File: config.mk
export PLATFORM = sky130hd
export DESIGN_NAME = integer_to_ascii_formatter_flat
export DESIGN_NICKNAME = d
export VERILOG_FILES = /design/src/rtl/core/itaf_pkg.sv /design/src/rtl/core/itaf_if.sv /design/src/rtl/core/itaf_div10.sv /design/src/rtl/core/integer_to_ascii_formatter.sv /design/src/flat_wrapper.sv
export SDC_FILE = /design/constraint.sdc
export NUM_CORES = 2
export LEC_CHECK = 0
export BUFFER_PORTS_ARGS = -buffer_cell sky130_fd_sc_hd__buf_2
export CAP_MARGIN = 0
export CORE_UTILIZATION = 65
export DETAILED_ROUTE_END_ITERATION = 10
export GPL_ROUTABILITY_DRIVEN = 0
export PLACE_DENSITY = 0.83
export SLEW_MARGIN = 5
export SYNTH_ARGS = -nofsm -noshare
export SYNTH_HDL_FRONTEND = slang
export SYNTH_HIERARCHICAL = 1
export SYNTH_SLANG_ARGS = --single-unit
File: constraint.sdc
create_clock -name clk_i -period 8.25 [get_ports clk_i]
set_input_delay 1.65 -clock clk_i [delete_from_list [all_inputs] [get_ports clk_i]]
set_output_delay 1.65 -clock clk_i [all_outputs]
set_load 0.05 [all_outputs]
File: src/rtl/core/itaf_pkg.sv
// Package: shared types, character constants and digit-to-ASCII mapping.
`default_nettype none

package itaf_pkg;

  // Opcodes of the input word
  localparam logic [1:0] OP_SDEC = 2'd0;
  localparam logic [1:0] OP_UDEC = 2'd1;
  localparam logic [1:0] OP_HEXL = 2'd2;
  localparam logic [1:0] OP_HEXU = 2'd3;

  // Sizes
  localparam int unsigned STACK_DEPTH = 16;
  localparam int unsigned DEC_DIGITS  = 10;
  localparam int unsigned CNT_W       = 5;

  // Reciprocal of ten: floor(x * RECIP10 / 2^35) == x / 10 for any 32-bit x
  localparam logic [31:0] RECIP10     = 32'hCCCC_CCCD;
  localparam int unsigned RECIP_SHIFT = 35;

  // ASCII codes
  localparam logic [7:0] CHAR_ZERO    = 8'h30;
  localparam logic [7:0] CHAR_LOWER_A = 8'h61;
  localparam logic [7:0] CHAR_UPPER_A = 8'h41;
  localparam logic [7:0] CHAR_MINUS   = 8'h2D;

  typedef enum logic [2:0] {
    ST_IDLE,
    ST_HEX,
    ST_DMUL,
    ST_DDIV,
    ST_EMIT
  } state_e;

  typedef logic [CNT_W-1:0] count_t;

  // Map one digit value to its ASCII code
  function automatic logic [7:0] digit_char(logic [3:0] digit, logic upper);
    logic [7:0] base;
    if (digit < 4'd10) begin
      digit_char = CHAR_ZERO + {4'b0, digit};
    end else begin
      base       = upper ? CHAR_UPPER_A : CHAR_LOWER_A;
      digit_char = base + {4'b0, digit} - 8'd10;
    end
  endfunction

endpackage

`default_nettype wire

File: src/rtl/core/itaf_if.sv
// Interfaces: input word channel and character output channel.
`default_nettype none

interface itaf_in_if;
  logic        valid;
  logic        ready;
  logic [1:0]  opcode;
  logic [63:0] value;

  modport source (output valid, output opcode, output value, input ready);
  modport sink   (input valid, input opcode, input value, output ready);
endinterface

interface itaf_out_if;
  logic       valid;
  logic       ready;
  logic [7:0] char_code;
  logic       is_last;
  logic [4:0] char_count;

  modport source (output valid, output char_code, output is_last, output char_count,
                  input ready);
  modport sink   (input valid, input char_code, input is_last, input char_count,
                  output ready);
endinterface

`default_nettype wire

File: src/rtl/core/itaf_div10.sv
// Divide-by-ten unit: registered reciprocal multiply, quotient and remainder.
`default_nettype none

module itaf_div10 (
  input  wire logic        clk_i,
  input  wire logic        en_i,
  input  wire logic [31:0] dividend_i,
  output logic      [31:0] quot_o,
  output logic      [3:0]  rem_o
);

  logic [63:0] prod_d, prod_q;
  logic [31:0] times_ten;

  // Reciprocal multiply, registered before use
  assign prod_d = {32'b0, dividend_i} * {32'b0, itaf_pkg::RECIP10};

  always_ff @(posedge clk_i) begin
    if (en_i) begin
      prod_q <= prod_d;
    end
  end

  // Quotient from the high product bits; remainder by shift-and-add back-multiply
  assign quot_o    = {3'b0, prod_q[63:itaf_pkg::RECIP_SHIFT]};
  assign times_ten = (quot_o << 3) + (quot_o << 1);

  logic [31:0] rem_full;
  assign rem_full = dividend_i - times_ten;
  assign rem_o    = rem_full[3:0];

endmodule

`default_nettype wire

File: src/rtl/core/integer_to_ascii_formatter.sv
// Top level: integer to ASCII formatter (signed/unsigned decimal, hex).
//
// Usage: one input word (opcode, value) enters on in_i when the block is idle.
// The digits are extracted least significant first into a 16-entry digit
// stack, then popped and sent on out_o most significant first, one character
// per word. The final word carries is_last and the total character count;
// char_count is zero on all earlier words. A negative signed decimal value
// gets a leading '-'. Hex extracts one digit per cycle (shift unit); decimal
// extracts each digit through ST_DMUL (registered reciprocal multiply), then
// ST_DDIV (remainder and push). Each character is then offered on out_o
// until taken; after the last one the block returns to idle and takes the
// next word.
// in_i.ready is high only while idle. When the receiver holds out_o.ready low,
// the current character and all state hold. Reset returns to idle with no
// output word pending.
`default_nettype none

module integer_to_ascii_formatter (
  input  wire logic   clk_i,
  input  wire logic   rst_ni,
  itaf_in_if.sink     in_i,
  itaf_out_if.source  out_o
);

  itaf_pkg::state_e state_q, state_d;

  logic [63:0]      val_q, val_d;
  logic [31:0]      mag_q, mag_d;
  logic             neg_q, neg_d;
  logic             upper_q, upper_d;
  itaf_pkg::count_t nd_q, nd_d;
  itaf_pkg::count_t total_q, total_d;
  itaf_pkg::count_t left_q, left_d;
  logic [3:0]       stk_q [itaf_pkg::STACK_DEPTH];
  logic [3:0]       stk_d [itaf_pkg::STACK_DEPTH];

  logic [31:0]      quot;
  logic [3:0]       rem;
  logic             push;
  logic             pop;
  logic [3:0]       push_digit;
  logic [31:0]      in_mag;
  logic             in_neg;
  logic [63:0]      val_shift;
  itaf_pkg::count_t nd_inc;

  // Divide-by-ten unit for decimal digit extraction
  itaf_div10 u_div10 (
    .clk_i      (clk_i),
    .en_i       (state_q == itaf_pkg::ST_DMUL),
    .dividend_i (mag_q),
    .quot_o     (quot),
    .rem_o      (rem)
  );

  assign in_mag    = in_i.value[31:0];
  assign in_neg    = (in_i.opcode == itaf_pkg::OP_SDEC) && in_mag[31];
  assign val_shift = val_q >> 4;
  assign nd_inc    = nd_q + itaf_pkg::count_t'(1);

  // Sequencer: next state and datapath control
  always_comb begin
    state_d    = state_q;
    val_d      = val_q;
    mag_d      = mag_q;
    neg_d      = neg_q;
    upper_d    = upper_q;
    nd_d       = nd_q;
    total_d    = total_q;
    left_d     = left_q;
    push       = 1'b0;
    pop        = 1'b0;
    push_digit = 4'd0;
    in_i.ready = 1'b0;

    case (state_q)
      itaf_pkg::ST_IDLE: begin
        in_i.ready = 1'b1;
        if (in_i.valid) begin
          nd_d    = '0;
          val_d   = in_i.value;
          upper_d = (in_i.opcode == itaf_pkg::OP_HEXU);
          neg_d   = in_neg;
          // two's complement negate; the most negative value maps onto itself
          mag_d   = in_neg ? (~in_mag + 32'd1) : in_mag;
          if (in_i.opcode inside {itaf_pkg::OP_HEXL, itaf_pkg::OP_HEXU}) begin
            state_d = itaf_pkg::ST_HEX;
          end else begin
            state_d = itaf_pkg::ST_DMUL;
          end
        end
      end

      itaf_pkg::ST_HEX: begin
        push       = 1'b1;
        push_digit = val_q[3:0];
        val_d      = val_shift;
        nd_d       = nd_inc;
        if (val_shift == 64'd0 || nd_inc == itaf_pkg::count_t'(itaf_pkg::STACK_DEPTH)) begin
          total_d = nd_inc;
          left_d  = nd_inc;
          state_d = itaf_pkg::ST_EMIT;
        end
      end

      itaf_pkg::ST_DMUL: begin
        state_d = itaf_pkg::ST_DDIV;
      end

      itaf_pkg::ST_DDIV: begin
        push       = 1'b1;
        push_digit = rem;
        mag_d      = quot;
        nd_d       = nd_inc;
        if (quot == 32'd0 || nd_inc == itaf_pkg::count_t'(itaf_pkg::DEC_DIGITS)) begin
          total_d = nd_inc + itaf_pkg::count_t'(neg_q);
          left_d  = nd_inc + itaf_pkg::count_t'(neg_q);
          state_d = itaf_pkg::ST_EMIT;
        end else begin
          state_d = itaf_pkg::ST_DMUL;
        end
      end

      itaf_pkg::ST_EMIT: begin
        if (out_o.ready) begin
          // the sign goes out first, digits follow from the stack top
          if (neg_q) begin
            neg_d = 1'b0;
          end else begin
            pop = 1'b1;
          end
          left_d = left_q - itaf_pkg::count_t'(1);
          if (left_q == itaf_pkg::count_t'(1)) begin
            state_d = itaf_pkg::ST_IDLE;
          end
        end
      end

      default: begin
        state_d = itaf_pkg::ST_IDLE;
      end
    endcase
  end

  // Digit stack: push at entry 0 shifting up, pop shifting down
  always_comb begin
    for (int i = 0; i < itaf_pkg::STACK_DEPTH; i++) begin
      stk_d[i] = stk_q[i];
      if (push) begin
        stk_d[i] = (i == 0) ? push_digit : stk_q[(i == 0) ? 0 : i - 1];
      end else if (pop) begin
        stk_d[i] = (i == itaf_pkg::STACK_DEPTH - 1) ? 4'd0
                 : stk_q[(i == itaf_pkg::STACK_DEPTH - 1) ? i : i + 1];
      end
    end
  end

  // Control registers
  always_ff @(posedge clk_i or negedge rst_ni) begin
    if (!rst_ni) begin
      state_q <= itaf_pkg::ST_IDLE;
      neg_q   <= 1'b0;
      left_q  <= '0;
      nd_q    <= '0;
    end else begin
      state_q <= state_d;
      neg_q   <= neg_d;
      left_q  <= left_d;
      nd_q    <= nd_d;
    end
  end

  // Datapath registers
  always_ff @(posedge clk_i) begin
    val_q   <= val_d;
    mag_q   <= mag_d;
    upper_q <= upper_d;
    total_q <= total_d;
    stk_q   <= stk_d;
  end

  // Output word
  assign out_o.valid      = (state_q == itaf_pkg::ST_EMIT);
  assign out_o.char_code  = neg_q ? itaf_pkg::CHAR_MINUS
                                  : itaf_pkg::digit_char(stk_q[0], upper_q);
  assign out_o.is_last    = (left_q == itaf_pkg::count_t'(1));
  assign out_o.char_count = out_o.is_last ? total_q : itaf_pkg::count_t'(0);

endmodule

`default_nettype wire
File: src/flat_wrapper.sv
// flat-port wrapper written by rule: the top's interface ports become plain ports
module integer_to_ascii_formatter_flat 
  (clk_i, rst_ni, in_i_valid, in_i_opcode, in_i_value, in_i_ready, out_o_valid, out_o_char_code, out_o_is_last, out_o_char_count, out_o_ready);
  itaf_in_if in_i_i ();
  itaf_out_if out_o_i ();
  input  wire logic clk_i;
  input  wire logic rst_ni;
  input wire logic [$bits(in_i_i.valid)-1:0] in_i_valid;
  input wire logic [$bits(in_i_i.opcode)-1:0] in_i_opcode;
  input wire logic [$bits(in_i_i.value)-1:0] in_i_value;
  output wire logic [$bits(in_i_i.ready)-1:0] in_i_ready;
  output wire logic [$bits(out_o_i.valid)-1:0] out_o_valid;
  output wire logic [$bits(out_o_i.char_code)-1:0] out_o_char_code;
  output wire logic [$bits(out_o_i.is_last)-1:0] out_o_is_last;
  output wire logic [$bits(out_o_i.char_count)-1:0] out_o_char_count;
  input wire logic [$bits(out_o_i.ready)-1:0] out_o_ready;
  assign in_i_i.valid = in_i_valid;
  assign in_i_i.opcode = in_i_opcode;
  assign in_i_i.value = in_i_value;
  assign in_i_ready = in_i_i.ready;
  assign out_o_valid = out_o_i.valid;
  assign out_o_char_code = out_o_i.char_code;
  assign out_o_is_last = out_o_i.is_last;
  assign out_o_char_count = out_o_i.char_count;
  assign out_o_i.ready = out_o_ready;
  integer_to_ascii_formatter u_core (.clk_i(clk_i), .rst_ni(rst_ni), .in_i(in_i_i), .out_o(out_o_i));
endmodule
# Word level (Yosys, flattened, before mapping)
# Cells that the tools add are included.
# W data, S select, Z words.
# word_totals
regBits	244
elab_cells	139
output_inout_bits	16
inputBits	70
# classes
reduce_logical	24
bitwise_logic	1
multipliers	1
n_eq_ne	14
muxes	64
magnitude_cmp	1
addsub	9
# ops
cell	n
$mux W4	32
$pmux W64 S2	1
$logic_not A64 Y1	1
$mul A32 B32 Y64 const B	1
$mux W32	2
$mux W64	1
$pmux W32 S2	1
$add A32 B1 Y32 const B	1
$logic_not A32 Y1	1
$not A32 Y32	1
$mux W5	5
$pmux W5 S2	2
$mux W8	2
$mux W3	5
$pmux W3 S5	1
$pmux W5 S3	1
$reduce_bool A2 Y1	7
$add A8 B4 Y8	1
$ne A2 B1 Y1 const B	4
$pmux W4 S2	1
$reduce_and A2 Y1	4
$reduce_and A4 Y1	2
$sub A8 B4 Y8 const B	1
$add A6 B4 Y7 const A	1
25 further kinds	35

# Longest topological paths before layout
# depth
ltp_word	5
mapped_depth	25

# Cells and area by module
# Netlist, hierarchy kept.
# modules_own_cells
module	area_each_um2	instances	seq_area_each_um2	cells_per_inst
itaf_div10	17371.7	1	870.8	1668
integer_to_ascii_formatter	8988.6	1	5335.1	799

# Least setup slack after synthesis
# OpenSTA, ideal clock, no wires.
# synth_timing
path_kind	input port to flip-flop
from	input out_o_ready
to	register u_core/stk_q[0] (netlist name), enable pin
slack_ps	1378
path_buffers	0
required_ps	7675
setup_ps	575
t_arrival_ps	6298
stages	2
cell_sequence	nand2_1 -> o21ai_0
# synth_via
elab_chain_cells	3
# synth_lines
element	line	rtl
start: declaration	flat_wrapper.sv:16	input wire logic [$bits(out_o_i.ready)-1:0] out_o_ready;
$mux W1	integer_to_ascii_formatter.sv:125	if (out_o.ready) begin
$mux W1	integer_to_ascii_formatter.sv:76	case (state_q)
$reduce_bool A2 Y1 (no line)	-	
end signal: assignment	integer_to_ascii_formatter.sv:179	stk_q <= stk_d;
end: declaration	integer_to_ascii_formatter.sv:34	logic [3:0] stk_q [itaf_pkg::STACK_DEPTH];
# No other way between the ends.
# A chain may end at the register's enable or synchronous reset.

# Final worst setup path
# layout_timing
from	register u_core.mag_q[20]
to	register u_core.u_div10.prod_q[60] (data pin)
# layout_via
elab_chain_cells	1
# layout_lines
element	line	rtl
start: declaration	integer_to_ascii_formatter.sv:28	logic [31:0] mag_q, mag_d;
start signal: assignment	integer_to_ascii_formatter.sv:176	mag_q <= mag_d;
$mul A32 B32 Y64	itaf_div10.sv:16	assign prod_d = {32'b0, dividend_i} * {32'b0, itaf_pkg::RECIP10};
via u_core.u_div10.prod_d[60]	itaf_div10.sv:12	logic [63:0] prod_d, prod_q;
end signal: assignment	itaf_div10.sv:20	prod_q <= prod_d;
end: declaration	itaf_div10.sv:12	
# The timed path passes the listed nets, and every way through them passes these cells.

==> reports/results.ini <==
[final_layout]
layout-drive-gt1-share = 0.0872
multi_input_area_um2 = 17900
layout.nets = 3347
seqCellArea_um2 = 6210
area_delta_synth_final_pct = 6.18
fillers = 2783

[detailed_routing]
first_pass_iters = 8
wl_per_cell_um = 22.1
num_vias = 18400
wirelength_mm = 67.9
final_antenna_net_count = 0
route.detailed.drc = 0
avgViaCountPerCell = 6.00
drt-initial-drc-count = 1657

[placed_design]
place_ws_ps = 697
hpwlAfterDp_mm = 57.2
io_buffer_count = 84

[timing]
rsz0062_at_grt = no
fin_hold_ws_ps = 520
layout_min_cycle_time_ps = 7640
finalCritPeriodShare = 0.927
setup_viol = 0
worst_pin_slew_ps = 1200
finClkSkew_ps = 6.67
finalHoldViolations = 0
fin_tns_setup_ps = 0
clock.fmax_mhz = 131
fin_ws_ps = 606
timing.slew.headroom = 0.199
drv_slew = 0

[yosys]
synth_top_area_share = 0.293
syn_inst = 2467
synth_common_cells = 539 x inv_1, 386 x fa_1, 360 x ha_1
netlist_top_cells_area = fa_1 29%, edfxtp_1 22%, ha_1 17%
synth_edf_count = 195
yosysSeqAreaShare = 0.235
synthArstFlopShare = 0.0670
ys_warn_count = 6
syn_avg_cell_area_um2 = 10.7
synth_seq_cells = 209
synth_cell_types = 76
synth.most_common_cell = inv_1
yosys_most_used_dff = edfxtp_1
synth_area_leader_cell = fa_1
synth_area_um2 = 26400

[status]
status = completed

[clock_tree]
clock_sinks = 209
numCtsBuffers = 20
cts.repair.resized = 0
clkTransAtPathRegs_ps = 70
htreeDepth = 1
clock_latency_ps = 510
clock_tree.root_cell = clkbuf_16
cts_hold_buf = 0
cts_buffer_depth = 3
post_cts_buffers = 0
cts_tree = done

[grt]
grt.overflow.total = 0
grt_pass1_vias = 20000
grt_start_max_net_pins = 67
antenna_found_initial = 1
grt_usage = 0.345
grt_pass1_wl_mm = 108

[floorplan]
ios = 86
num_rows = 73
core_area_um2 = 39800
die_w_um = 203
die_area_um2 = 41400
die_y_um = 203
start_util = 0.662

[hold_path]
min_path_type = reg -> reg

[critical_path]
startpoint_type = flip-flop
critPathArrivalTime_ps = 7910
cp_top_family = adder cells
cpMostUsedCell = fa_1
path_max_fanout = 5
slowest_delay_ps = 570
crit_buf_inv = 6
slowest_stage = ha_1
crit_required_ps = 8510
critPathCaptureType = flip-flop
path_class = reg -> reg

[job]
maxCapViolations = 0

==> metrics by stage <==
stage	utilization	instance area, um2	cells
floorplan	-	26400	2469
global placement	0.686	27300	3034
detailed placement	0.686	27300	3034
CTS	0.703	28000	3070
global route	0.703	28000	3070
finish	0.703	28000	3071
==> cell type report <==
class                           instances  area share
Clock buffer                           22      0.0181
Tap cell                              525      0.0235
Timing Repair Buffer                   98      0.0188
Sequential cell                       209       0.222
Clock inverter                         14     0.00559
Multi-Input combinational cell       1662       0.640
Antenna cell                            1   0.0000894
Inverter                              540      0.0724
==> metal layers <==
layer / track usage / share of wire / up-vias
li1: - / - / 8077
met1: 0.433 / 0.37 / 9020
met2: 0.549 / 0.46 / 1041
met3: 0.0869 / 0.10 / 281
met4: 0.190 / 0.063 / 0
met5: 0 / 0 / -
==> placed cells by master (no fill, tap or decap), drive strengths merged, types with 23 or more instances in the layout <==
master and instances:
nand2 262, xor2 59, fa 386, inv 541, mux2 63, ha 360
o21ai 94, a21o 36, nor4 30, edfxtp 195, nor2 48, a21oi 88
nand3 23, xnor2 63, buf 98
==> flip-flops by register name (all words and copies together), names as in the netlist <==
signal	cells
u_core/neg_q	1
u_core/left_q	5
u_core/mag_q	32
u_core/val_q	64
u_core/state_q	3
u_core/total_q	5
u_core/u_div10/prod_q	29
u_core/nd_q	5
u_core/upper_q	1
u_core/stk_q	64
==> final timing paths <==
path | startpoint | to | slack [ps] | cells past startpoint
min | u_core/stk_q[3]$_SDFFCE_PP0P_ | u_core/stk_q[7]$_DFFE_PP_ | 520 | 2
max in group asynchronous | rst_ni | u_core/state_q[1]$_DFFE_PN0P_ | 6980 | 1
max | u_core/mag_q[20]$_DFFE_PP_ | u_core/u_div10/prod_q[60]$_DFFE_PP_ | 610 | 25
max reg2reg | u_core/mag_q[20]$_DFFE_PP_ | u_core/u_div10/prod_q[60]$_DFFE_PP_ | 610 | 25
min in group asynchronous | rst_ni | u_core/nd_q[3]$_DFFE_PN0P_ | 1030 | 1
min reg2reg | u_core/stk_q[3]$_SDFFCE_PP0P_ | u_core/stk_q[7]$_DFFE_PP_ | 520 | 2
==> kinds of logic (layout without fill, tap and decap cells) <==
logic type / Yosys count / after routing / synth area share
adder cells (fa/ha/maj): 746 / 746 / 0.464
buffers and inverters: 598 / 674 / 0.0871
AND/OR/NAND/NOR: 454 / 454 / 0.0789
AO/OA/AOI/OAI: 269 / 269 / 0.0650
flip-flops: 209 / 209 / 0.235
XOR/XNOR: 122 / 122 / 0.0408
multiplexers: 67 / 67 / 0.0284
other: 2 / 5 / 0.000285
==> worst reg2reg max path, cell delays in order (launching register included) <==
cell      delay [ps]
edfxtp_1         530
ha_1             580
inv_1            160
fa_1             530
inv_1             60
fa_1             510
inv_1             70
fa_1             500
inv_1             60
fa_1             570
fa_1             430
fa_1             500
inv_1             50
fa_1             470
inv_1             50
ha_1             340
and4_1           240
and4_1           270
o2111a_1         190
o41a_1           220
o21ai_2          150
o21ba_4          270
o21ai_4          270
a21bo_1          200
a21oi_2           70
xnor2_1          120
Power is not shown: default switching activity piles up to over one toggle a cycle in this logic, so the estimate is an artifact.
